File: src/rtl/tcr_pkg.sv
// Shared widths and the front-to-back work item of the triangle circumradius block.
// No dependencies; imported by every module in rtl/.
`timescale 1ns / 1ps

package tcr_pkg;

  localparam int COORD_W  = 24;              // vertex coordinate, signed Q12.12
  localparam int NUM_COORD = 9;
  localparam int IN_W     = COORD_W * NUM_COORD;
  localparam int EDGE_W   = COORD_W + 1;     // edge vector component
  localparam int HALF_W   = EDGE_W;          // operand slice for split multiplies
  localparam int SQ_W     = 2 * EDGE_W;      // one 25x25 product
  localparam int LEN_W    = SQ_W;            // squared edge length
  localparam int DIFF_W   = SQ_W + 1;        // cross product component, signed
  localparam int DMAG_W   = SQ_W;            // its magnitude
  localparam int K_W      = 2 * DMAG_W + 2;  // |e1 x e2|^2
  localparam int P_W      = 2 * LEN_W;       // A2*B2
  localparam int DEN_W    = K_W + 2;         // 4*|e1 x e2|^2
  localparam int NUM_W    = P_W + LEN_W;     // A2*B2*C2
  localparam int RAD_W    = 36;              // radius, unsigned Q24.12
  localparam int Q_W      = 2 * RAD_W;       // radius squared quotient
  localparam int OUT_DATA_W = 40;
  localparam int QUEUE_DEPTH = 4;
  localparam int QPTR_W   = $clog2(QUEUE_DEPTH);

  typedef struct packed {
    logic [NUM_W-1:0] num;
    logic [DEN_W-1:0] den;
    logic             degenerate;
  } tcr_work_t;

endpackage

File: src/rtl/tcr_queue.sv
// Small FIFO of work items between the front and back pipelines.
// Depends on tcr_pkg.
`timescale 1ns / 1ps

module tcr_queue
  import tcr_pkg::*;
(
  input  logic      clk,
  input  logic      rst_n,
  input  logic      in_valid,
  output logic      in_ready,
  input  tcr_work_t in_work,
  output logic      out_valid,
  input  logic      out_ready,
  output tcr_work_t out_work
);

  tcr_work_t         mem [QUEUE_DEPTH];
  logic [QPTR_W:0]   wr_r, rd_r;
  logic              full, empty, push, pop;

  assign full      = (wr_r[QPTR_W] != rd_r[QPTR_W]) && (wr_r[QPTR_W-1:0] == rd_r[QPTR_W-1:0]);
  assign empty     = (wr_r == rd_r);
  assign in_ready  = !full;
  assign out_valid = !empty;
  assign push      = in_valid && !full;
  assign pop       = out_ready && !empty;
  assign out_work  = mem[rd_r[QPTR_W-1:0]];

  always_ff @(posedge clk) begin
    if (push) begin
      mem[wr_r[QPTR_W-1:0]] <= in_work;
    end
  end

  always_ff @(posedge clk) begin
    if (!rst_n) begin
      wr_r <= '0;
      rd_r <= '0;
    end else begin
      if (push) wr_r <= wr_r + 1'b1;
      if (pop)  rd_r <= rd_r + 1'b1;
    end
  end

endmodule

File: config.mk
export PLATFORM = sky130hd
export DESIGN_NAME = tcr_queue
export DESIGN_NICKNAME = d
export VERILOG_FILES = /design/src/rtl/tcr_pkg.sv /design/src/rtl/tcr_queue.sv
export SDC_FILE = /design/constraint.sdc
export NUM_CORES = 1
export LEC_CHECK = 0
export BUFFER_PORTS_ARGS = -buffer_cell sky130_fd_sc_hd__buf_2
export CAP_MARGIN = 20
export CORE_UTILIZATION = 40
export CTS_CLUSTER_SIZE = 10
export DETAILED_ROUTE_END_ITERATION = 10
export RECOVER_POWER = 100
export SKIP_CTS_REPAIR_TIMING = 1
export SYNTH_ARGS = -nofsm -noshare
export SYNTH_HDL_FRONTEND = slang
export SYNTH_SLANG_ARGS = --single-unit
File: constraint.sdc
create_clock -name clk -period 12.8 [get_ports clk]
set_clock_uncertainty 0.2 [all_clocks]
set_input_delay 0.64 -clock clk [delete_from_list [all_inputs] [get_ports clk]]
set_output_delay 0.64 -clock clk [all_outputs]
set_load 0.05 [all_outputs]
### Yosys cells after proc, flatten, opt, wreduce, memory -nomap -nowiden

Memory sizes are Yosys's and may differ from the RTL's. A register that Yosys moved wholly into a read port is not among the register bits.
Cells that the tools add are included.
Widths: inputs -> output; s select.

| storage, ports and cells | value |
|---|---|
| bits in registers | 6 |
| bits in latches | 0 |
| memory bits (writable) | 1020 |
| memory bits (read-only) | 0 |
| bits of input ports | 259 |
| output and inout port bits | 257 |
| word-level logic and storage cells | 17 |
| memories kept | 1 |

| cells by class | value |
|---|---|
| add/sub/neg operators | 2 |
| multipliers | 0 |
| div/mod/pow operators | 0 |
| order comparisons | 0 |
| eq/ne operators | 3 |
| shift-type cells | 0 |
| mux-type cells | 4 |
| bitwise logic cells | 0 |
| reductions and logical operators | 5 |

Memories:

| memory | words | width | rd ports | clocked after Yosys merged registers in | wr ports | line | RTL |
|---|---|---|---|---|---|---|---|
| mem | 4 | 255 | 1 | 1 | 1 | tcr_queue.sv:18 | `tcr_work_t mem [QUEUE_DEPTH];` |

Operator list:

| cell | number |
|---|---|
| $add 3x1->3 const B | 2 |
| $mux 2 | 2 |
| $eq 3x3->1 | 1 |
| $logic_and 1x1->1 | 3 |
| $eq 2x2->1 | 1 |
| $logic_not 1->1 | 2 |
| $mux 1 | 2 |
| $ne 1x1->1 | 1 |

### Logic depth before layout (Yosys ltp)

| depth | value |
|---|---|
| depth in word-level cells | 6 |
| mapped depth | 5 |
| mapped depth without buffers | 4 |

### Worst setup path before layout

OpenSTA, ideal clock, no wires.

| timing | value |
|---|---|
| path type | input-to-reg |
| from | in in_valid |
| to | mem mem[3][0] (netlist bit) (enable) |
| setup time | 0.957 ns |
| arrival | 12.993 ns |
| required time | 11.643 ns |
| setup slack | -1.351 ns |
| stages on the path | 2 |
| path buffers | 0 |
| cells stage by stage | nand2_1 > a21oi_1 |

| on the way | value |
|---|---|
| word-level cells in the longest chain between the ends | 3 |

Ends and longest elaborated chain:

| what | line | RTL |
|---|---|---|
| start: declaration | tcr_queue.sv:10 | `input logic in_valid,` |
| $logic_and 1x1->1 | tcr_queue.sv:26 | `assign push = in_valid && !full;` |
| $mux 1 | tcr_queue.sv:31 | `if (push) begin` |
| $mux 1 (not written as such) | tcr_queue.sv:32 | `mem[wr_r[QPTR_W-1:0]] <= in_work;` |
| end: declaration | tcr_queue.sv:18 |  |

No other way between the ends.

==> results.ini <==
[run_status]
status=complete, but fails checks
violations=capacitance limit, slew limit

[placed_design]
hpwlAfterDp_um=44560
portBuffers=515
routabilityCongestion=0.7364
dp.cells=3120

[grt]
grt_max_degree=133
grt_pass1_wl_um=110700
antenna_found_initial=8
grt_pass1_vias=17840
gr-total-overflow=0
grt.total_usage_pct=15.58

[yosys]
synthCells=1400
synthXorXnorAreaFrac_pct=0.1406
synthTopCellsByArea=edfxtp_1, mux4_2, buf_6
synth_area_leader_cell=edfxtp_1
syn_area_per_cell_um2=26.70
synth_compound_area_share_pct=0.3514
synth.cell_area_um2=37390
yosys-mux-area-fraction_pct=15.36
yosysWarnings=0
synth_top_family_by_area=multiplexers
yosys.area_share.simple_pct=0.3481
ys_seq_elements=1028
yosysTopAreaCellShare_pct=81.93
synthAdderAreaFrac_pct=0.1673
syn_nets=1664
yosysSeqAreaShare_pct=82.36
synth_cell_types=29

[critical_path]
crit_path_start_kind=flip-flop
crit_required_ns=11.96
path_max_fanout=64
critPathCaptureType=output pin
critPathArrivalTime_ns=7.59
crit_type=flip-flop to output pin

[floorplanning]
dieArea_um2=94690
std_cell_rows=111
die_h_um=307.7
fp.dieW_um=307.7
io_pins=516
coreArea_um2=92080
start_util_pct=40.60

[sta]
setup_viol=0
timing.final.crit_share_pct=65.88
max_freq_mhz=118.6
finalSetupTns_ns=0
period_needed_ns=8.432
rsz0062_at_grt=false
slew_headroom_pct=-195.1
tightest_slew_ns=4.426
hold_viol=0
slew_violations=681

[finish]
instances_no_fill=3521
fin_util_pct=50.21
drive_gt1_share_pct=18.39
fin_nets=2512
synthToLayoutAreaGrowth_pct=23.66

[clocking]
clockBufferDepth=3
tritoncts=yes
h-tree-depth=3
clock_sinks=1028
clk_latency_ns=0.67
clk_pin_slew_ns=0.06
cts-buffers-inserted=114
root_buffer=clkbuf_16

[routing]
route.detailed.drc=0
vias_per_cell=5.027
dr.pass1.iters=5
antenna_left=0
wire_per_inst_um=21.53
vias=17700
routed_wl_um=75800
drtIter0Drc=1133

[flow_run]
max-cap-violations=14

[min_path]
hold_class=primary input to flip-flop

[power]
power.static_leakage_nw=14.27
vdd.ir_drop.worst_mv=0.1761
powerDensity_nw_per_um2=224.9

==> metrics by stage <==
stage                     hold WS, ns  power (W)  setup slack [ns]  cell area, um^2
after detailed placement       0.3696   0.007742             8.412            41280
after floorplan                0.3014   0.007068             3.783            37390
final                         0.07512    0.01040             4.368            46230
after CTS                    -0.08927    0.01053             7.875            44340
after global placement         0.3272   0.007707             8.449            41280
after global routing          0.02188    0.01079             3.855            46230
==> cells in the mapped netlist <==
cell type	count
nand3_1	3
a41oi_1	2
o211ai_1	2
clkbuf_4	1
a21oi_1	3
inv_1	5
a211o_1	4
and3_2	1
nor3_1	2
xor2_1	3
buf_1	14
dfxtp_1	8
nand2_1	5
a211oi_1	1
a31oi_1	2
nand4_1	2
mux4_2	255
buf_6	29
o21ai_0	4
o31a_1	1
nor2_1	1
or4_1	1
nand3b_1	4
ha_1	5
edfxtp_1	1020
xnor2_1	3
and2_1	4
buf_2	12
clkbuf_1	3
==> critical path: stages, from the launching register on <==
cell and delay [ns]:
dfxtp_1 2.66, clkbuf_1 2.87, mux4_2 0.68, clkbuf_1 0.53
==> registers in the layout, indices dropped and copies added (netlist names), named ones only <==
name	count
mem	1020
rd_r	3
wr_r	3
==> kinds of logic after synthesis <==
group                    after synthesis
flip-flops                          1028
multiplexers                         255
buffers and inverters                 64
AND/OR/NAND/NOR                       23
AO/OA/AOI/OAI                         19
XOR/XNOR                               6
adder cells (fa/ha/maj)                5
==> per-layer routing <==
layer	track usage (%)	part of all wire (%)	up-vias
met5	0	0.049	-
met1	18.79	39	9246
li1	-	-	7756
met3	5.395	7.3	128
met2	26.43	51	564
met4	4.443	2.0	6
==> cells in the final DEF (no fill, tap or decap), drive strengths merged, types with 5 or more instances in the layout <==
| master | instances |
|---|---|
| mux4 | 255 |
| clkbuf | 629 |
| edfxtp | 1020 |
| dfxtp | 8 |
| clkinv | 8 |
| buf | 39 |
| diode | 5 |
| inv | 6 |
| dlygate4sd3 | 255 |
| ha | 5 |
| nand2 | 5 |
==> layout make-up <==
type                    count  area [um^2]
inverters                   5        18.77
diodes                      5        12.51
repair buffers            791         4681
flip-flops and latches   1028        30790
well taps                1243         1555
clock inverters             9        90.09
clock buffers             132         2963
fillers                  7549        45850
multi-input cells         308         6120
==> worst paths after layout <==
kind                   startpoint                    to  slack [ns]  cells after the start
max                     flip-flop          out_work[76]        4.37                      3
min                         rst_n  rd_r[2]$_SDFFE_PN0P_        0.08                      2
max reg2reg  wr_r[0]$_SDFFE_PN0P_  mem[3][69]$_DFFE_PP_        5.00                      5
min reg2reg  wr_r[2]$_SDFFE_PN0P_  wr_r[2]$_SDFFE_PN0P_        0.38                      2
==> report_power, final <==
group	switching (W)	total (W)	internal, W
registers	0.000138	0.00445	0.00432
logic	0.00234	0.00317	0.000828
clock network	0.00117	0.00277	0.00160
total	0.00365	0.0104	0.00675
Note: power is estimated with default switching activity, not from simulation.
